==> config.mk <==
export PLATFORM = sky130hd
export DESIGN_NAME = sdtq_div
export DESIGN_NICKNAME = d
export VERILOG_FILES = /design/src/rtl/sdtq_pkg.sv /design/src/rtl/sdtq_div.sv
export SDC_FILE = /design/constraint.sdc
export NUM_CORES = 1
export LEC_CHECK = 0
export BUFFER_PORTS_ARGS = -buffer_cell sky130_fd_sc_hd__buf_2
export CORE_MARGIN = 4
export CORE_UTILIZATION = 39
export CTS_BUF_LIST = sky130_fd_sc_hd__clkbuf_4 sky130_fd_sc_hd__clkbuf_8
export DETAILED_ROUTE_END_ITERATION = 8
export SLEW_MARGIN = 10
export SYNTH_ARGS = -nofsm -noshare
export SYNTH_HDL_FRONTEND = slang
export SYNTH_SLANG_ARGS = --single-unit
==> constraint.sdc <==
create_clock -name aclk -period 10 [get_ports aclk]
set_input_delay 0.5 -clock aclk [delete_from_list [all_inputs] [get_ports aclk]]
set_output_delay 0.5 -clock aclk [all_outputs]
set_load 0.01 [all_outputs]
==> src/rtl/sdtq_pkg.sv <==
package sdtq_pkg;

    localparam int unsigned TABLE_ENTRIES = 16;
    localparam int unsigned DIV_STEPS_PER_CYCLE = 4;

    typedef enum logic [1:0] {
        KIND_QUEUED = 2'd0,
        KIND_FIRED  = 2'd1,
        KIND_FULL   = 2'd2
    } kind_t;

    localparam logic ACTION_SCHEDULE = 1'b0;
    localparam logic ACTION_POLL     = 1'b1;

    typedef struct packed {
        logic        valid;
        logic [63:0] deadline;
        logic [7:0]  work;
        logic [31:0] arg;
    } entry_t;

    typedef struct packed {
        logic insert;
        logic pop;
    } cell_ctrl_t;

    typedef enum logic [2:0] {
        ST_IDLE,
        ST_SCALE,
        ST_WAIT,
        ST_DECIDE,
        ST_OUT
    } state_t;

endpackage

==> src/rtl/sdtq_div.sv <==
module sdtq_div (
    input  logic        aclk,
    input  logic        aresetn,
    input  logic        start,
    input  logic [63:0] dividend,
    input  logic [15:0] divisor,
    output logic        done,
    output logic [63:0] quotient
);

    localparam int unsigned CNT_W = 5;
    localparam logic [CNT_W-1:0] CYCLES = CNT_W'(64 / sdtq_pkg::DIV_STEPS_PER_CYCLE);

    logic [63:0]      quo_reg, quo_next;
    logic [16:0]      rem_reg, rem_next;
    logic [15:0]      dsr_reg;
    logic [CNT_W-1:0] cnt_reg;
    logic             busy_reg;

    // Restoring division, DIV_STEPS_PER_CYCLE quotient bits per cycle.
    always_comb begin
        logic [16:0] r;
        logic [63:0] q;
        r = rem_reg;
        q = quo_reg;
        for (int i = 0; i < int'(sdtq_pkg::DIV_STEPS_PER_CYCLE); i++) begin
            r = {r[15:0], q[63]};
            q = {q[62:0], 1'b0};
            if (r >= {1'b0, dsr_reg}) begin
                r = r - {1'b0, dsr_reg};
                q[0] = 1'b1;
            end
        end
        rem_next = r;
        quo_next = q;
    end

    always_ff @(posedge aclk) begin
        if (!aresetn) begin
            busy_reg <= 1'b0;
            cnt_reg  <= '0;
        end else if (start) begin
            busy_reg <= 1'b1;
            cnt_reg  <= '0;
            quo_reg  <= dividend;
            rem_reg  <= '0;
            dsr_reg  <= (divisor == 16'd0) ? 16'd1 : divisor;
        end else if (busy_reg) begin
            quo_reg <= quo_next;
            rem_reg <= rem_next;
            cnt_reg <= cnt_reg + 1'b1;
            if (cnt_reg == CYCLES - 1'b1) begin
                busy_reg <= 1'b0;
            end
        end
    end

    assign done     = !busy_reg && !start;
    assign quotient = quo_reg;

endmodule

==> impl_metrics.toml, run 1 <==
[run_status]
status = "completed"

[worst_setup_path]
crit_required_ns = 10.08
end_kind = "flip-flop"
max_stage_delay_ns = 0.50
crit_type = "reg -> reg"
critPathLaunchType = "flip-flop"
crit_path_start = "dsr_reg[14]$_SDFFCE_PN0P_"
arrival_ns = 9.62
cp_max_fo = 12
crit_path_frequent_cell = "ha_1"
cp_slowest_cell = "or4_4"
rr_startpoint = "dsr_reg[14]$_SDFFCE_PN0P_"
reg2reg_depth = 38

[sta]
slew_headroom_pct = 46.46
period_share_pct = 95.35
hold_violations = 0
fin_setup_tns_ns = 0
setup_viol = 0
slew_viol_final = 0
period_needed_ns = 9.535
fin_worst_skew_ns = 0.01673
worst_pin_slew_ns = 0.8031
max_freq_mhz = 104.9

[global_route]
grt_pass1_wl_mm = 36.69
grt_util_all_layers_pct = 19.65
antenna_found_initial = 0
overflow = 0
grt_pass1_vias = 6596
grt_max_degree = 61

[place]
port_buffers = 147
dpl.hpwl_mm = 19.18
place.gp.congestion = 0.9738
postPlaceCellArea_um2 = 9226

[worst_hold_path]
hold_class = "in -> reg"
hp-start = "divisor[15]"
worstHoldPathCells = 1

[logic_synthesis]
synth_xor_area_share_pct = 5.296
synth_top_family_by_area = "multiplexers"
yosysWarnings = 0
syn-num-nets = 933
synth_ff_type = "edfxtp_1"
yosys.area_share.adder_pct = 11.18
ys_ff_latch = 102
synth-compound-area-share_pct = 15.59
synth.area.mux_share_pct = 15.67
ys_types = 71
synth_edf_count = 96
async_flop_share_pct = 0
avgSynthCellArea_um2 = 10.39
synth-simple-area-share_pct = 11.10
synth_area_um2 = 8104
syn-instance-count = 780
ys_seq_area_share_pct = 37.05

[final_layout]
nNetsFinal = 1094
largest_reg_flops = 64
area_growth_pct = 18.67
fin_area_um2 = 9617
fillers = 1915
antenna_cells = 0
final_util_pct = 47.22
layout-drive-gt1-share_pct = 33.72

[floorplanning]
boundaryPins = 148
core_area_um2 = 20360
die-area_um2 = 23150
dieWidth_um = 152.2
rows = 52
initial_core_util_pct = 39.79
die_h_um = 152.2

[detailed_routing]
drtAntennaViolNets = 0
drtIter0Drc = 435
viasPerCell = 5.530
wl_mm = 23.84
dr.pass1.iters = 5
drt-wirelength-per-cell_um = 19.60
vias = 6724
drc = 0

[cts]
clk_pin_slew_ns = 0.11
cts_tree = "built"
numCtsBuffers = 9
clock_latency_ns = 0.37
hold_buffers = 0
cts_sinks = 102
htreeDepth = 3
cts_root_buffer = "clkbuf_8"
clock_path_buffers = 2

[flow_run]
drv_cap = 0
[timing repair]
| item | CTS | global route |
|---|---|---|
| buffers inserted | 4 | 10 |
| gates cloned | 1 | 0 |
| gates resized for setup | 2 | 20 |
| endpoints found under the setup margin | 16 | 17 |
| pin swaps | 0 | 2 |
[cells in the mapped netlist (11+ instances only)]
cell	n	share of area, %
a21o_1	15	1.4
a21oi_1	44	2.7
a31oi_1	11	0.85
clkbuf_1	32	1.5
edfxtp_1	96	36
ha_1	66	10
inv_1	43	2.0
mux2_2	83	12
mux2i_1	20	2.5
nand2_1	44	2.0
nand3_1	11	0.68
nor2_1	53	2.5
nor2b_1	11	0.85
o21ai_0	30	1.9
xnor2_1	27	2.9
xor2_1	22	2.4
[final cells by class]
class / instances / area [um^2] / area share, %
multi-input combinational: 596 / 4855 / 50.48
clock inverter: 7 / 78.83 / 0.8197
timing repair buffer: 189 / 1057 / 10.99
clock buffer: 9 / 123.9 / 1.288
tap: 270 / 337.8 / 3.513
sequential: 102 / 3003 / 31.23
inverter: 43 / 161.4 / 1.678
[worst paths after layout]
check	endpoint	slack [ns]
max	rem_reg[4]$_SDFFCE_PP0P_	0.47
min	dsr_reg[15]$_SDFFCE_PN0P_	0.31
max reg2reg	rem_reg[4]$_SDFFCE_PP0P_	0.47
min reg2reg	cnt_reg[4]$_SDFFE_PP0P_	0.50
[layout by cell type, fill, tap and decap left out, drive strengths merged, types with 3 or more instances in the layout]
cell type / instances
buf: 189
edfxtp: 96
mux2: 93
ha: 66
nor2: 53
inv: 46
nand2: 44
a21oi: 44
o21ai: 33
xnor2: 27
xor2: 22
mux2i: 22
a21o: 15
nor2b: 12
nand3: 11
a31oi: 11
a211oi: 11
nand4: 10
nand2b: 10
nor3: 9
clkbuf: 9
a21boi: 9
o21a: 8
nor4: 7
dfxtp: 6
o311ai: 5
and2: 5
o211ai: 5
o31a: 5
o31ai: 5
and3: 4
or3: 4
fa: 4
a2111oi: 4
nor3b: 3
a22oi: 3
o21bai: 3
a211o: 3
clkinv: 3
[kinds of logic after synthesis]
logic type | count (synthesis)
compound gates | 181
simple gates | 181
fa+ha+maj | 70
buf+inv | 83
flops | 102
xor+xnor | 49
mux | 114
[per-stage QoR]
stage | worst slack (ns) | hold WS [ns] | cells
floorplan | 0.8623 | 0.4714 | 780
global placement | 0.01856 | 0.4808 | 1185
detailed placement | -0.1789 | 0.4878 | 1185
CTS | 0.1231 | 0.2870 | 1206
global route | -0.07481 | 0.2988 | 1216
finish | 0.4654 | 0.3112 | 1216
[critical path: cells and delay by family (launching register included)]
kind                     cells  cell delay [ns]
AO/OA/AOI/OAI               15             3.53
adder cells (fa/ha/maj)      4             1.43
buffers and inverters        5             0.99
flip-flops                   1             0.40
multiplexers                 5             1.47
AND/OR/NAND/NOR              9             1.39
[metal layers]
layer / vias up / GRT usage [%] / wire length (um)
met3: 39 / 4.629 / 1969
li1: 3241 / - / -
met4: 0 / 6.079 / 665
met5: - / 0 / 0
met1: 3198 / 26.51 / 10290
met2: 246 / 31.46 / 10920
Power of run 1 is not shown: default switching activity piles up to over one toggle a cycle in this logic, so the estimate is an artifact.
==> run 2: changes to the inputs <==
--- a/config.mk
+++ b/config.mk
@@ -6,11 +6,14 @@
 export NUM_CORES = 1
 export LEC_CHECK = 0
 export BUFFER_PORTS_ARGS = -buffer_cell sky130_fd_sc_hd__buf_2
+export CELL_PAD_IN_SITES_DETAIL_PLACEMENT = 2
+export CELL_PAD_IN_SITES_GLOBAL_PLACEMENT = 2
 export CORE_MARGIN = 4
 export CORE_UTILIZATION = 39
 export CTS_BUF_LIST = sky130_fd_sc_hd__clkbuf_4 sky130_fd_sc_hd__clkbuf_8
 export DETAILED_ROUTE_END_ITERATION = 8
-export SLEW_MARGIN = 10
+export PLACE_DENSITY_LB_ADDON = 0.1
+export SLEW_MARGIN = 0
 export SYNTH_ARGS = -nofsm -noshare
 export SYNTH_HDL_FRONTEND = slang
 export SYNTH_SLANG_ARGS = --single-unit
==> constraint.sdc (replaced) <==
create_clock -name aclk -period 12.25 [get_ports aclk]
set_input_delay 0.6125 -clock aclk [delete_from_list [all_inputs] [get_ports aclk]]
set_output_delay 0.6125 -clock aclk [all_outputs]
set_load 0.01 [all_outputs]
==> impl_metrics.toml, run 2 (synthesis results as in run 1) <==
[global_route]
overflow = 0
grt_max_degree = 66
grt_util_all_layers_pct = 24.40
grt_pass1_wl_mm = 44.59
antenna_found_initial = 2
grt_pass1_vias = 7565

[cts]
cts_sinks = 102
clock_latency_ns = 0.41
cts_tree = "built"
clock_path_buffers = 2
clk_pin_slew_ns = 0.12
cts_root_buffer = "clkbuf_8"
numCtsBuffers = 9
htreeDepth = 3

[final_layout]
final_cell_mix = "buf_2, edfxtp_1, mux2_2"
largest_reg_flops = 64
mostFrequentLayoutCell = "buf_2"
layout-drive-gt1-share_pct = 29.36
nNetsFinal = 1054
stdcell_count = 1178
area_growth_pct = 14.34

[worst_setup_path]
max_stage_delay_ns = 0.63
rrSetupSlack_ns = 1.05
critPathLaunchType = "flip-flop"
crit_path_start = "dsr_reg[1]$_SDFFCE_PN0P_"
reg2reg_depth = 36
rr_startpoint = "dsr_reg[1]$_SDFFCE_PN0P_"
r2r-end = "rem_reg[2]$_SDFFCE_PP0P_"
arrival_ns = 11.39
crit_type = "reg -> reg"
crit_path_end = "rem_reg[2]$_SDFFCE_PP0P_"
crit_required_ns = 12.44
cp_max_fo = 22
crit_path_frequent_cell = "a21oi_1"
end_kind = "flip-flop"
path_depth = 36
path_buf_inv = 2
cp_top_family = "compound AO/OA/AOI/OAI gates"
cp_slowest_cell = "a32o_2"

[sta]
period_needed_ns = 11.20
slew_viol_final = 0
worst_pin_slew_ns = 1.179
setup_viol = 0
rsz0062_at_grt = "false"
slew_headroom_pct = 21.17
fin_setup_tns_ns = 0
hold_violations = 0
period_share_pct = 91.43
max_freq_mhz = 89.28
fin_worst_skew_ns = 0.01985

[floorplanning]
rows = 52
boundaryPins = 148
initial_core_util_pct = 39.79
die-area_um2 = 23150
dieWidth_um = 152.2
die_h_um = 152.2
core_area_um2 = 20360

[detailed_routing]
drt-wirelength-per-cell_um = 24.14
dr.pass1.iters = 4
drc = 0
drtIter0Drc = 331
viasPerCell = 5.712
wl_mm = 28.44
drtAntennaViolNets = 0
vias = 6729

[worst_hold_path]
hold_class = "in -> reg"

[place]
dp_cells = 1159
place.gp.congestion = 0.8966
port_buffers = 147
dpl.hpwl_mm = 23.02

[flow_run]
drv_cap = 0

[run_status]
status = "completed"
run 2: cell types whose count changed in the layout (fill, tap and decap cells not counted), sizes merged:
cell,before,now
buf,189,150
diode,0,2
bufinv,1,0
clkinv,3,4
clkinvlp,0,1
inv,46,45
mux2i,22,21
run 2: metal layers:
metal	GRT usage (%)	up-vias	wire (um)
met4	5.009	0	310
li1	-	3163	-
met5	0	-	0
met1	31.54	3441	12340
met3	3.067	21	936
met2	43.95	104	14860
run 2: what timing repair did:
| action | CTS | global route |
|---|---|---|
| buffers inserted | 0 | 1 |
| resized for setup | 0 | 1 |
| hold buffers | 0 | 0 |
| setup endpoints to repair | 0 | 16 |
run 2: cell type report:
type,instances,area [um^2]
Fill cell,2193,11100
Multi-Input combinational cell,595,4785
Sequential cell,102,3003
Timing Repair Buffer,150,773.2
Tap cell,270,337.8
Inverter,43,161.4
Clock buffer,9,123.9
Clock inverter,7,77.57
Antenna cell,2,5.005
run 2: how the worst min path moves through the flow:
stage	startpoint	endpoint	slack [ns]	cells past startpoint
3_3_place_gp	cnt_reg[4]$_SDFFE_PP0P_	cnt_reg[4]$_SDFFE_PP0P_	0.48	2
2_1_floorplan	cnt_reg[4]$_SDFFE_PP0P_	cnt_reg[4]$_SDFFE_PP0P_	0.47	2
3_5_place_dp	cnt_reg[3]$_SDFFE_PP0P_	cnt_reg[3]$_SDFFE_PP0P_	0.52	2
5_1_grt	divisor[3]	dsr_reg[3]$_SDFFCE_PN0P_	0.37	1
4_1_cts	divisor[3]	dsr_reg[3]$_SDFFCE_PN0P_	0.36	1
6_report	divisor[3]	dsr_reg[3]$_SDFFCE_PN0P_	0.39	1
run 2: per-stage QoR:
| step | hold WS [ns] | instance area [um^2] | util [%] | setup WS (ns) |
|---|---|---|---|---|
| 2_1_floorplan | 0.4714 | 8104 | - | 3.112 |
| 3_3_place_gp | 0.4828 | 9031 | 44.35 | 1.508 |
| 3_5_place_dp | 0.5249 | 9031 | 44.35 | 0.8645 |
| 4_1_cts | 0.3579 | 9233 | 45.34 | 0.7349 |
| 5_1_grt | 0.3669 | 9266 | 45.50 | 0.2242 |
| 6_report | 0.3899 | 9266 | 45.50 | 1.049 |
Power of run 2 is left out for the same reason.
==> run 3: changes to the inputs <==
--- a/config.mk
+++ b/config.mk
@@ -12,6 +12,7 @@
 export CORE_UTILIZATION = 39
 export CTS_BUF_LIST = sky130_fd_sc_hd__clkbuf_4 sky130_fd_sc_hd__clkbuf_8
 export DETAILED_ROUTE_END_ITERATION = 8
+export MAX_ROUTING_LAYER = met4
 export PLACE_DENSITY_LB_ADDON = 0.1
 export SLEW_MARGIN = 0
 export SYNTH_ARGS = -nofsm -noshare
==> impl_metrics.toml, run 3 (synthesis results as in run 1) <==
[sta]
worst_pin_slew_ns = 1.201
period_needed_ns = 11.17
slew_viol_final = 0
fin_setup_tns_ns = 0
slew_headroom_pct = 19.73
period_share_pct = 91.16
hold_violations = 0
fin_worst_skew_ns = 0.01737
max_freq_mhz = 89.55
rsz0062_at_grt = "false"
setup_viol = 0

[detailed_routing]
drtIter0Drc = 328
viasPerCell = 5.721
drt-wirelength-per-cell_um = 24.37
drc = 0
dr.pass1.iters = 4
drtAntennaViolNets = 0
vias = 6734
wl_mm = 28.68

[worst_setup_path]
cp_slowest_cell = "o31ai_4"
crit_type = "reg -> reg"
rrSetupSlack_ns = 1.08
reg2reg_depth = 38
arrival_ns = 11.38
max_stage_delay_ns = 0.67
r2r-end = "rem_reg[1]$_SDFFCE_PP0P_"
rr_startpoint = "dsr_reg[1]$_SDFFCE_PN0P_"
cp_max_fo = 22
crit_path_frequent_cell = "a21oi_1"
crit_required_ns = 12.47
end_kind = "flip-flop"
critPathLaunchType = "flip-flop"

[global_route]
grt_max_degree = 66
overflow = 0
grt_pass1_vias = 7545
grt_pass1_wl_mm = 44.22
grt_util_all_layers_pct = 25.10
antenna_found_initial = 1

[floorplanning]
rows = 52
core_area_um2 = 20360
initial_core_util_pct = 39.79
die-area_um2 = 23150
die_h_um = 152.2
dieWidth_um = 152.2
boundaryPins = 148

[final_layout]
final_cell_mix = "buf_2, edfxtp_1, mux2_2"
final_util_pct = 45.57
largest_reg_flops = 64
layout-drive-gt1-share_pct = 29.36
mostFrequentLayoutCell = "buf_2"
stdcell_count = 1177
multi_input_area_um2 = 4785
fillers = 2161
area_growth_pct = 14.51
seq_area_um2 = 3003
nNetsFinal = 1054

[cts]
clock_path_buffers = 2
cts_tree = "built"
htreeDepth = 3
clock_latency_ns = 0.41
numCtsBuffers = 9
clk_pin_slew_ns = 0.13
cts_sinks = 102
hold_buffers = 0
cts_root_buffer = "clkbuf_8"

[worst_hold_path]
holdPathEnd = "dsr_reg[2]$_SDFFCE_PN0P_"
hp-start = "divisor[2]"
worstHoldPathCells = 1
hold_class = "in -> reg"

[flow_run]
drv_cap = 0

[place]
dpl.hpwl_mm = 23.15
port_buffers = 147
dp_cells = 1159
place.gp.congestion = 0.9119

[run_status]
status = "completed"
-- run 3: cell count changes in the layout (fill, tap and decap cells not counted) --
cell | before | now
clkinvlp_4 | 1 | 0
diode_2 | 2 | 1
inv_12 | 0 | 1
clkinv_4 | 2 | 1
clkinv_8 | 2 | 3
-- run 3: repair_timing --
action                     4_1_cts  5_1_grt
setup buffers                    0        1
gates resized for setup          0        1
setup endpoints to repair        0       17
-- run 3: layout make-up --
type	instances	share of cell area, %
clock inverters	7	1.011
repair buffers	150	8.332
diodes	1	0.02697
clock buffers	9	1.335
inverters	43	1.739
flip-flops and latches	102	32.36
multi-input cells	595	51.56
well taps	270	3.640
-- run 3: worst max path at each step --
| stage | to | from | slack [ns] | cells past startpoint |
|---|---|---|---|---|
| floorplan | quotient[0]$_DFFE_PP_ | dsr_reg[1]$_SDFFCE_PN0P_ | 3.11 | 39 |
| global placement | rem_reg[8]$_SDFFCE_PP0P_ | dsr_reg[14]$_SDFFCE_PN0P_ | 1.49 | 36 |
| detailed placement | rem_reg[1]$_SDFFCE_PP0P_ | dsr_reg[1]$_SDFFCE_PN0P_ | 0.65 | 37 |
| CTS | rem_reg[1]$_SDFFCE_PP0P_ | dsr_reg[1]$_SDFFCE_PN0P_ | 0.59 | 37 |
| global route | rem_reg[0]$_SDFFCE_PP0P_ | dsr_reg[1]$_SDFFCE_PN0P_ | 0.25 | 37 |
| finish | rem_reg[1]$_SDFFCE_PP0P_ | dsr_reg[1]$_SDFFCE_PN0P_ | 1.08 | 38 |
-- run 3: metrics by stage --
step,worst slack (ns),cell area [um^2],hold slack [ns]
detailed placement,0.6547,9031,0.5018
finish,1.083,9280,0.3844
global placement,1.489,9031,0.4832
global route,0.2454,9280,0.3581
floorplan,3.112,8104,0.4714
CTS,0.5945,9249,0.3596
-- run 3: critical path: cells and delay by family, from the launching register on --
family          cells  cell delay (ns)
flops               1             0.50
fa+ha+maj           4             1.35
mux                 3             1.11
simple gates       12             2.17
buf+inv             3             0.63
compound gates     16             5.16
-- run 3: routing by layer --
| layer | up-vias | global-route usage, % | wire length, um | share of wire (%) |
|---|---|---|---|---|
| met2 | 120 | 44.48 | 15140 | 53 |
| met5 | - | - | 0 | 0 |
| met4 | 0 | 4.966 | 389 | 1.4 |
| li1 | 3155 | - | - | - |
| met3 | 27 | 4.203 | 1358 | 4.7 |
| met1 | 3432 | 30.30 | 11790 | 41 |
Power of run 3 is left out for the same reason.
