**src/rtl/sdtq_pkg.sv**
```systemverilog
package sdtq_pkg;

    localparam int unsigned TABLE_ENTRIES = 16;
    localparam int unsigned DIV_STEPS_PER_CYCLE = 4;

    typedef enum logic [1:0] {
        KIND_QUEUED = 2'd0,
        KIND_FIRED  = 2'd1,
        KIND_FULL   = 2'd2
    } kind_t;

    localparam logic ACTION_SCHEDULE = 1'b0;
    localparam logic ACTION_POLL     = 1'b1;

    typedef struct packed {
        logic        valid;
        logic [63:0] deadline;
        logic [7:0]  work;
        logic [31:0] arg;
    } entry_t;

    typedef struct packed {
        logic insert;
        logic pop;
    } cell_ctrl_t;

    typedef enum logic [2:0] {
        ST_IDLE,
        ST_SCALE,
        ST_WAIT,
        ST_DECIDE,
        ST_OUT
    } state_t;

endpackage

```
**src/rtl/sdtq_cell.sv**
```systemverilog
module sdtq_cell (
    input  logic                 aclk,
    input  logic                 aresetn,
    input  sdtq_pkg::cell_ctrl_t ctrl,
    input  sdtq_pkg::entry_t     new_entry,
    input  logic [63:0]          now_cycle,
    input  sdtq_pkg::entry_t     left_entry,
    input  logic                 left_moves,
    input  sdtq_pkg::entry_t     right_entry,
    output sdtq_pkg::entry_t     entry,
    output logic                 moves,
    output logic                 due
);

    sdtq_pkg::entry_t ent_reg;

    // Entries with a later deadline step right on insert; ties stay put.
    assign moves = ent_reg.valid && (ent_reg.deadline > new_entry.deadline);
    assign due   = ent_reg.valid && (ent_reg.deadline <= now_cycle);
    assign entry = ent_reg;

    always_ff @(posedge aclk) begin
        if (!aresetn) begin
            ent_reg.valid <= 1'b0;
        end else if (ctrl.pop) begin
            ent_reg <= right_entry;
        end else if (ctrl.insert && (moves || !ent_reg.valid)) begin
            if (left_moves) begin
                ent_reg <= left_entry;
            end else if (left_entry.valid) begin
                // Only the cell right after the last staying entry takes the new one.
                ent_reg <= new_entry;
            end
        end
    end

endmodule

```
**config.mk**
```make
export PLATFORM = sky130hd
export DESIGN_NAME = sdtq_cell
export DESIGN_NICKNAME = d
export VERILOG_FILES = /design/src/rtl/sdtq_pkg.sv /design/src/rtl/sdtq_cell.sv
export SDC_FILE = /design/constraint.sdc
export NUM_CORES = 1
export LEC_CHECK = 0
export BUFFER_PORTS_ARGS = -buffer_cell sky130_fd_sc_hd__buf_2
export CORE_AREA = 5 5 187 189
export CTS_BUF_LIST = sky130_fd_sc_hd__clkbuf_16
export DETAILED_ROUTE_END_ITERATION = 12
export DIE_AREA = 0 0 192 194
export MAX_ROUTING_LAYER = met4
export SKIP_LAST_GASP = 1
export SLEW_MARGIN = 20
export SYNTH_ARGS = -nofsm -noshare
export SYNTH_HDL_FRONTEND = slang
export SYNTH_SLANG_ARGS = --single-unit
```
**constraint.sdc**
```tcl
create_clock -name aclk -period 5.5 [get_ports aclk]
set_input_delay 0.55 -clock aclk [delete_from_list [all_inputs] [get_ports aclk]]
set_output_delay 0.55 -clock aclk [all_outputs]
set_load 0.01 [all_outputs]
```
==> results by group, run 1 <==
Placed design
  • Placed insts: roughly 1800
  • Area of placed instances: 0.01151 mm2
  • HPWL reported at the end of detailed placement: 29.01 mm
  • GPL Wtd Cong: around 0.9
  • Number of buffers added on ports: between 400 and 500

Pwr
  • Clk network pwr share: 0.273
  • Cell Pwr Density: 210.1 mW/mm2
  • Combinational power share: 0.306
  • Sw frac: 0.3355
  • Sequential power share: 0.421
  • Overall Power: 2.484 mW
  • Max IR drop VDD: ~0.00014 V
  • Leakage Power: roughly 6.2 nW
  • Int Pwr: approximately 1.7 mW
  • Net Sw Power: around 0.83 mW

Drt
  • Antenna Nets Post-Route: 0
  • DRT Pass-1 Iters: 5
  • DRT iter0 DRCs: roughly 370
  • Routed WL: 34.14 mm
  • Drc violations: 0
  • Total vias in the final route: 8489
  • Routed wire per std cell: 18.49 um
  • Drt via density: ~4.6

Synth
  • Distinct cells, synth: between 40 and 50
  • Mapped Cells: 919
  • Async SR Flop Fraction: 0
  • Main flop type after synthesis: edfxtp_1
  • Ys Warns: 0
  • Seq cells post-synth: about 110
  • Avg Cell Area, Syn: 9.338 um2
  • EDFF count, synth: 104
  • Synth top area cells: edfxtp_1, ha_1, mux2i_1
  • Cell taking the most area after synthesis: edfxtp_1
  • Mapped Nets: 1431
  • Top cell type's share of synthesized area: 0.3639
  • Cell Area, Synth: 0.008582 mm2
  • Sequential share of the synthesized area: 0.3662

Cells and area
  • Max reg flops: 105
  • Final nets: 1902
  • Non-filler cells in the finished layout: roughly 1800
  • Cell area after layout: between 0.01 and 0.015 mm2
  • Area delta synth->final: 37.75%
  • Share of post-route cells with drive strength above 1: 0.3713

Critical path
  • Worst EP arrival: 3.61 ns
  • Crit path required time: 4.95 ns
  • Critical Path Sink Type: output pin
  • Setup slack, reg-to-reg: 1.37 ns
  • Startpoint types: register
  • Maximum fanout along the worst path: 3
  • CP Class: reg -> out
  • R2R Path Start: entry[95]
  • Worst R2R Path Depth: 9
  • Reg2reg end: entry[4]

Die
  • Die X-Extent: 192 um
  • Initial core utilization: 0.2592
  • Die area: 0.03725 mm2
  • Die height: 194 um
  • # rows: 67
  • IO Count: 491
  • Core Area: roughly 0.033 mm2

Clock network
  • CTS Buf Count: 9
  • H-tree depth: 3
  • Root buffer cell: clkbuf_16
  • Longest Clk Path Bufs: 2
  • Postcts setup bufs: 0
  • Clk Latency, worst-skew pair: around 0.38 ns
  • CTS tree: done
  • Hold_buf cts: 0
  • Post_cts resized: 0
  • CTS clk-pin slew, worst paths: 0.09 ns
  • CTS Sinks: about 110

STA
  • Tmin final: 4.163 ns
  • Worst slew pin tran: 0.9697 ns
  • Setup_tns: 0 ns
  • Number of setup violations in the final report: 0
  • Slew margin rel.: 0.3535
  • Final Hold Violating Endpoints: 0
  • Period utilisation layout: 0.7570
  • Clock Skews: 0.01358 ns
  • RSZ-0062 raised after global routing: no
  • F_max: 240.2 MHz
  • Fin. max-slew vios: 0

Min path
  • Worst hold start: right_entry[26]
  • WHS Path Cells: 3
  • Type of the worst min-delay path: in -> reg
  • Hold path endpoint: entry[26]

Global route
  • Pin count of the biggest net entering global routing: around 100
  • First-pass GRT wire length: around 50 mm
  • Initial antenna violation count: 6
  • Total congestion overflow: 0
  • Via count of the first global-routing pass: 8890
  • GRT Overall Usage: 0.1804

Flow run
  • Max-capacitance violation count: 0

Run status
  • Status: complete, no violations
## final cells by class
cell class / instances / area (um2)
multi-input combinational: 645 / 4802
fill: 3419 / 21290
timing repair buffer: 495 / 2502
clock inverter: 7 / 77.57
tap: 448 / 560.5
clock buffer: 9 / 225.2
inverter: 134 / 503.0
antenna: 3 / 7.507
sequential: 105 / 3143
## cells in the mapped netlist (all sizes together), types with 5 or more instances
cell,n
mux2i,104
a211oi,5
nor4,5
and4,5
nand4,23
ha,128
nor3,7
buf,11
clkbuf,24
o21ai,120
a21o,8
edfxtp,104
and3,7
a21oi,40
inv,134
nand3,18
nand2,125
nor2,9
## logic make-up (layout without fill, tap and decap cells)
group,Yosys count,after routing,share of synthesized area
mux,104,104,0.1213
flops,105,105,0.3662
compound gates,206,206,0.1388
other cells,0,3,0
simple gates,207,207,0.1115
fa+ha+maj,128,128,0.1866
buf+inv,169,645,0.07552
## per-stage QoR
stage / util / worst slack (ns) / hold WS, ns
after floorplan: - / 0.7406 / 0.5834
after global placement: 0.3476 / 1.157 / 0.7873
after detailed placement: 0.3476 / 0.9311 / 0.7947
after CTS: 0.3568 / 1.142 / 0.4145
after global routing: 0.3570 / 0.9908 / 0.4324
final: 0.3570 / 1.337 / 0.4479
## worst max-delay path by stage
stage / from / to / slack (ns) / depth (start not counted)
2_1_floorplan: new_entry[95] / entry[0] / 0.74 / 9
3_3_place_gp: new_entry[98] / entry[38] / 1.16 / 11
3_5_place_dp: new_entry[95] / entry[34] / 0.93 / 11
4_1_cts: entry[95] / entry[41] / 1.14 / 9
5_1_grt: entry[95] / entry[41] / 0.99 / 9
6_report: entry[103] / due / 1.34 / 8
## placed cells by master (no fill, tap or decap), drive strengths merged, types with 18 or more instances in the layout
master	netlist	routed
a21oi	40	40
buf	11	495
edfxtp	104	104
ha	128	128
inv	134	138
mux2i	104	104
nand2	125	125
nand3	18	18
nand4	23	23
o21ai	120	120
## critical path: stages, from the launching register on
cell and delay [ns]:
edfxtp_1 0.44, ha_1 0.43, nand4_1 0.18, nor4_1 0.80, nand3_1 0.41, o41ai_1 0.50
a2111oi_1 0.11, a41o_1 0.21, buf_2 0.14
## layer usage
metal	wire length (um)	vias to the layer above	GRT usage
met5	0	-	-
met4	845	0	0.05415
met3	2436	49	0.04339
met2	17170	327	0.3151
met1	13680	3859	0.2039
li1	-	4254	-
## power by group through the flow
stage / registers (mW) / logic [mW] / clock network [mW]
after floorplan: 1.09 / 0.361 / 0
after global placement: 1.06 / 0.758 / 0
after detailed placement: 1.07 / 0.768 / 0
after CTS: 1.05 / 0.772 / 0.710
after global routing: 1.06 / 0.855 / 0.741
final: 1.05 / 0.760 / 0.678
(Power assumes the default switching activity.)
==> run 2, diff against run 1 <==
- clock period: 5.5 -> 4.1 ns (I/O delays scaled with it)
==> results by group, run 2 (synthesized netlist as in run 1, its figures left out) <==
Pwr
  • Overall Power: 3.309 mW (was 2.484 mW)
  • Clk network pwr share: 0.264 (was 0.273)
  • Max IR drop VDD: 0.0001651 V (was 0.0001395 V)
  • Net Sw Power: 1.097 mW (was 0.8332 mW)
  • Int Pwr: 2.212 mW (was 1.651 mW)
  • Sequential power share: 0.423 (was 0.421)
  • Sw frac: 0.3314 (was 0.3355)
  • Leakage Power: 6.265 nW (was 6.242 nW)
  • Cell Pwr Density: 278.4 mW/mm2 (was 210.1 mW/mm2)
  • Combinational power share: 0.314 (was 0.306)

Clock network
  • Postcts setup bufs: 0 (unchanged)
  • CTS Buf Count: 9 (unchanged)
  • Post_cts resized: 0 (unchanged)
  • CTS clk-pin slew, worst paths: 0.08 ns (was 0.09 ns)
  • CTS tree: done (unchanged)
  • Root buffer cell: clkbuf_16 (unchanged)
  • Clk Latency, worst-skew pair: 0.36 ns (was 0.38 ns)
  • Longest Clk Path Bufs: 2 (unchanged)
  • CTS Sinks: 105 (unchanged)
  • H-tree depth: 3 (unchanged)
  • Hold_buf cts: 0 (unchanged)

Global route
  • Total congestion overflow: 0 (unchanged)
  • First-pass GRT wire length: 50.80 mm (was 50.03 mm)
  • Pin count of the biggest net entering global routing: 151 (was 104)
  • Via count of the first global-routing pass: 8894 (was 8890)
  • GRT Overall Usage: 0.1823 (was 0.1804)
  • Initial antenna violation count: 9 (was 6)

Critical path
  • Worst EP arrival: 3.26 ns (was 3.61 ns)
  • Maximum fanout along the worst path: 3 (unchanged)
  • CP Class: reg -> out (unchanged)
  • Critical Path Sink Type: output pin (unchanged)
  • Startpoint types: register (unchanged)
  • Worst R2R Path Depth: 9 (unchanged)
  • Crit path required time: 3.69 ns (was 4.95 ns)

Die
  • Die height: 194 um (unchanged)
  • Core Area: 0.03311 mm2 (unchanged)
  • Initial core utilization: 0.2592 (unchanged)
  • IO Count: 491 (unchanged)
  • Die area: 0.03725 mm2 (unchanged)
  • # rows: 67 (unchanged)
  • Die X-Extent: 192 um (unchanged)

STA
  • Clock Skews: 0.01201 ns (was 0.01358 ns)
  • Period utilisation layout: 0.8948
  • Setup_tns: 0 ns (unchanged)
  • Tmin final: 3.669 ns
  • Worst slew pin tran: 1.077 ns (was 0.9697 ns)
  • F_max: around 270 MHz
  • Fin. max-slew vios: 0 (unchanged)
  • Slew margin rel.: 0.2818 (was 0.3535)
  • Final Hold Violating Endpoints: 0 (unchanged)
  • Number of setup violations in the final report: 0 (unchanged)
  • RSZ-0062 raised after global routing: no (unchanged)

Min path
  • WHS Path Cells: 3 (unchanged)
  • Type of the worst min-delay path: in -> reg (unchanged)

Drt
  • Routed WL: 34.62 mm (was 34.14 mm)
  • Drt via density: 4.627 (was 4.599)
  • Drc violations: 0 (unchanged)
  • Routed wire per std cell: 18.69 um (was 18.49 um)
  • DRT Pass-1 Iters: 5 (unchanged)
  • DRT iter0 DRCs: 416 (was 368)
  • Total vias in the final route: 8570 (was 8489)
  • Antenna Nets Post-Route: 0 (unchanged)

Cells and area
  • Commonest non-fill, non-tap cell in the layout: buf_2 (unchanged)
  • Max reg flops: 105 (unchanged)
  • Share of post-route cells with drive strength above 1: 0.3738 (was 0.3713)
  • Most frequent cells in the layout: buf_2, inv_1, ha_1 (unchanged)
  • Final core utilization: 0.3589 (was 0.3570)
  • Area delta synth->final: 38.48% (was 37.75%)
  • Count of filler cells inserted in the layout: 3385 (was 3419)
  • Final nets: 1906 (was 1902)

Placed design
  • HPWL reported at the end of detailed placement: 29.79 mm (was 29.01 mm)
  • Number of buffers added on ports: 490 (unchanged)
  • GPL Wtd Cong: 0.8587 (was 0.9038)

Run status
  • Status: complete, no violations (unchanged)

Flow run
  • Max-capacitance violation count: 0 (unchanged)
## run 2: cell count changes in the layout (fill, tap and decap cells not counted), sizes merged
cell and delta:
inv -1, clkinvlp +1, buf +4, diode +2
## run 2: critical path, stage by stage (launching register included)
cell and delay (ns):
edfxtp_1 0.43, ha_1 0.34, a211oi_1 0.24, o21ai_0 0.14
o221a_2 0.26, o31ai_1 0.57, buf_4 0.21, o41ai_1 0.06
a2111oi_1 0.35, a41o_1 0.15, buf_2 0.15
## run 2: path summary, 6_finish.rpt
check / to / start / slack (ns)
setup / recovery: due / entry[92] / 0.43
hold / removal: entry[32] / right_entry[32] / 0.33
setup reg to reg: entry[103] / entry[70] / 0.80
hold reg to reg: entry[104] / entry[104] / 0.71
## run 2: area by class of cell
| cell class | instances | area [um2] | area share |
|---|---|---|---|
| Multi-Input combinational cell | 645 | 4808 | 0.4046 |
| Sequential cell | 105 | 3143 | 0.2645 |
| Timing Repair Buffer | 499 | 2570 | 0.2163 |
| Tap cell | 448 | 560.5 | 0.04717 |
| Inverter | 134 | 503.0 | 0.04232 |
| Clock buffer | 9 | 225.2 | 0.01895 |
| Clock inverter | 7 | 61.31 | 0.005159 |
| Antenna cell | 5 | 12.51 | 0.001053 |
## run 2: layer usage
layer | wire, um | vias up | track usage
met5 | 0 | - | -
met1 | 14100 | 3951 | 0.2136
met4 | 609 | 0 | 0.04041
met2 | 17520 | 316 | 0.3196
met3 | 2387 | 34 | 0.03997
li1 | - | 4269 | -
## run 2: per-stage QoR
step	instances	instance area, um2	hold WS [ns]	setup slack, ns
after global placement	1831	11580	0.6927	0.6492
after floorplan	919	8583	0.5657	0.5694
after CTS	1847	11870	0.3013	0.3315
after detailed placement	1831	11580	0.6980	0.6496
after global routing	1852	11880	0.3227	0.2530
final	1852	11880	0.3258	0.4312
## run 2: power by group through the flow
| stage | Combinational (mW) | Sequential [mW] | Clock [mW] |
|---|---|---|---|
| after floorplan | 0.484 | 1.46 | 0 |
| after global placement | 1.03 | 1.42 | 0 |
| after global routing | 1.17 | 1.41 | 0.958 |
| after CTS | 1.06 | 1.40 | 0.909 |
| final | 1.04 | 1.40 | 0.872 |
| after detailed placement | 1.05 | 1.42 | 0 |
==> run 3, diff against run 2 <==
- ABC_AREA: unset -> 1
==> results by group, run 3 <==
Synth
  • EDFF count, synth: 104 (unchanged)
  • Synth top area cells: edfxtp_1, ha_1, a21oi_1 (was edfxtp_1, ha_1, mux2i_1)
  • Most frequent cells after synthesis: a21oi_1, nand2_1, inv_1, nor2_1, ha_1 (was inv_1, ha_1, nand2_1, o21ai_0)
  • Avg Cell Area, Syn: 7.726 um2 (was 9.338 um2)
  • Sequential share of the synthesized area: 0.3668 (was 0.3662)
  • Top cell type's share of synthesized area: 0.3645 (was 0.3639)
  • Main flop type after synthesis: edfxtp_1 (unchanged)
  • Mapped Nets: 1621 (was 1431)
  • Seq cells post-synth: 105 (unchanged)
  • Most frequent cell after synthesis: a21oi_1 (was inv_1)
  • Distinct cells, synth: 36 (was 45)
  • Mapped Cells: 1109 (was 919)
  • Ys Warns: 0 (unchanged)
  • Cell taking the most area after synthesis: edfxtp_1 (unchanged)
  • Cell Area, Synth: 0.008568 mm2 (was 0.008582 mm2)
  • Async SR Flop Fraction: 0 (unchanged)

Critical path
  • CP Class: reg -> out (unchanged)
  • Maximum fanout along the worst path: 3 (unchanged)
  • Crit path required time: 3.69 ns (about the same)
  • Critical Path Sink Type: output pin (unchanged)
  • Startpoint types: register (unchanged)
  • Worst R2R Path Depth: 12 (was 9)
  • Worst EP arrival: 2.56 ns (was 3.26 ns)

Global route
  • First-pass GRT wire length: 52.72 mm (was 50.80 mm)
  • Via count of the first global-routing pass: 9732 (was 8894)
  • Initial antenna violation count: 11 (was 9)
  • Pin count of the biggest net entering global routing: 62 (was 151)
  • Total congestion overflow: 0 (unchanged)
  • GRT Overall Usage: 0.1887 (was 0.1823)

Clock network
  • Longest Clk Path Bufs: 2 (unchanged)
  • CTS tree: done (unchanged)
  • CTS Buf Count: 9 (unchanged)
  • Root buffer cell: clkbuf_16 (unchanged)
  • Post_cts resized: 0 (unchanged)
  • Postcts setup bufs: 0 (unchanged)
  • Clk Latency, worst-skew pair: 0.37 ns (was 0.36 ns)
  • H-tree depth: 3 (unchanged)
  • Hold_buf cts: 0 (unchanged)
  • CTS Sinks: 105 (unchanged)
  • CTS clk-pin slew, worst paths: 0.08 ns (about the same)

Run status
  • Status: complete, no violations (unchanged)

Die
  • Die X-Extent: 192 um (unchanged)
  • Die area: 0.03725 mm2 (unchanged)
  • IO Count: 491 (unchanged)
  • Die height: 194 um (unchanged)
  • Core Area: 0.03311 mm2 (unchanged)
  • # rows: 67 (unchanged)
  • Initial core utilization: 0.2588 (was 0.2592)

Placed design
  • GPL Wtd Cong: 0.8977 (was 0.8587)
  • Number of buffers added on ports: 490 (unchanged)
  • HPWL reported at the end of detailed placement: 29.39 mm (was 29.79 mm)

STA
  • Number of setup violations in the final report: 0 (unchanged)
  • Setup_tns: 0 ns (unchanged)
  • Worst slew pin tran: 0.8007 ns (was 1.077 ns)
  • F_max: 337.0 MHz (was 272.6 MHz)
  • Period utilisation layout: 0.7236 (was 0.8948)
  • Tmin final: 2.967 ns (was 3.669 ns)
  • RSZ-0062 raised after global routing: no (unchanged)
  • Final hold slack: 0.2860 ns (was 0.3258 ns)
  • Slew margin rel.: 0.4662 (was 0.2818)
  • Fin. max-slew vios: 0 (unchanged)
  • Clock Skews: 0.01565 ns (was 0.01201 ns)
  • Final Hold Violating Endpoints: 0 (unchanged)

Cells and area
  • Commonest non-fill, non-tap cell in the layout: buf_2 (unchanged)
  • Area delta synth->final: 38.43% (was 38.48%)
  • Final nets: 2085 (was 1906)
  • Share of post-route cells with drive strength above 1: 0.3365 (was 0.3738)
  • Most frequent cells in the layout: buf_2, a21oi_1, nand2_1 (was buf_2, inv_1, ha_1)
  • Max reg flops: 105 (unchanged)

Pwr
  • Clk network pwr share: 0.293 (was 0.264)
  • Net Sw Power: 1.033 mW (was 1.097 mW)
  • Leakage Power: 6.164 nW (was 6.265 nW)
  • Sw frac: 0.3239 (was 0.3314)
  • Max IR drop VDD: 0.0001846 V (was 0.0001651 V)
  • Combinational power share: 0.289 (was 0.314)
  • Int Pwr: 2.157 mW (was 2.212 mW)
  • Sequential power share: 0.419 (was 0.423)
  • Cell Pwr Density: 269.0 mW/mm2 (was 278.4 mW/mm2)

Drt
  • Routed wire per std cell: 17.61 um (was 18.69 um)
  • Total vias in the final route: 9472 (was 8570)
  • Routed WL: 35.83 mm (was 34.62 mm)
  • DRT iter0 DRCs: 400 (was 416)
  • Drc violations: 0 (unchanged)
  • Drt via density: 4.655 (was 4.627)
  • Antenna Nets Post-Route: 0 (unchanged)
  • DRT Pass-1 Iters: 5 (unchanged)

Flow run
  • Max-capacitance violation count: 0 (unchanged)

Min path
  • Type of the worst min-delay path: in -> reg (unchanged)
  • WHS Path Cells: 3 (unchanged)
-- run 3: cell types whose count changed after synthesis, moves of 8 or more --
cell / previous run / this run
o21ai_0: 120 / 13
buf_2: 11 / 2
nand2_1: 125 / 199
inv_1: 134 / 149
clkbuf_1: 24 / 41
a21oi_1: 40 / 266
nor2_1: 9 / 130
mux2i_1: 104 / 0
nand4_1: 23 / 15
-- run 3: cell type report --
type | count | area, um2
Fill cell | 3534 | 21250
Antenna cell | 9 | 22.52
Timing Repair Buffer | 499 | 2575
Inverter | 157 | 594.3
Tap cell | 448 | 560.5
Sequential cell | 105 | 3143
Clock buffer | 9 | 225.2
Clock inverter | 7 | 76.32
Multi-Input combinational cell | 801 | 4664
-- run 3: metal layers --
layer,vias to the layer above,track usage,share of wire
li1,4685,-,-
met1,4350,0.2094,0.39
met2,378,0.3354,0.50
met3,59,0.04033,0.073
met4,0,0.06128,0.028
met5,-,-,0
-- run 3: final timing paths --
kind / startpoint / endpoint / slack, ns
setup / recovery: entry[103] / due / 1.13
hold / removal: aresetn / entry[104] / 0.29
setup reg to reg: entry[91] / entry[95] / 1.27
hold reg to reg: entry[104] / entry[104] / 0.62
-- run 3: per-stage QoR --
| stage | power, mW | util | area [um2] | cells | worst slack, ns |
|---|---|---|---|---|---|
| 2_1_floorplan | 1.835 | - | 8579 | 1109 | 0.2832 |
| 3_5_place_dp | 2.291 | 0.3484 | 11540 | 2010 | 1.147 |
| 3_3_place_gp | 2.272 | 0.3484 | 11540 | 2010 | 1.176 |
| 5_1_grt | 3.408 | 0.3582 | 11860 | 2035 | 0.8979 |
| 6_report | 3.191 | 0.3582 | 11860 | 2035 | 1.133 |
| 4_1_cts | 3.250 | 0.3575 | 11840 | 2026 | 1.035 |
-- run 3: power groups by stage --
stage,clock [mW],sequential [mW],combinational [mW]
after CTS,0.978,1.34,0.935
after floorplan,0,1.38,0.452
after detailed placement,0,1.36,0.929
after global placement,0,1.36,0.914
final,0.933,1.34,0.922
after global routing,1.02,1.35,1.05
-- run 3: worst max-delay path, stage by stage, from the launching register on --
cell,delay [ns]
edfxtp_1,0.42
ha_1,0.34
nand4_1,0.18
nor3_1,0.31
nand2_1,0.17
nor4_1,0.20
buf_4,0.17
nand4_1,0.07
a21oi_1,0.17
buf_2,0.16
-- run 3: logic make-up after synthesis --
family / count (synthesis) / share of synthesized area
flip-flops: 105 / 0.3668
buffers and inverters: 203 / 0.09010
AO/OA/AOI/OAI: 303 / 0.1821
AND/OR/NAND/NOR: 370 / 0.1741
adder cells (fa/ha/maj): 128 / 0.1869
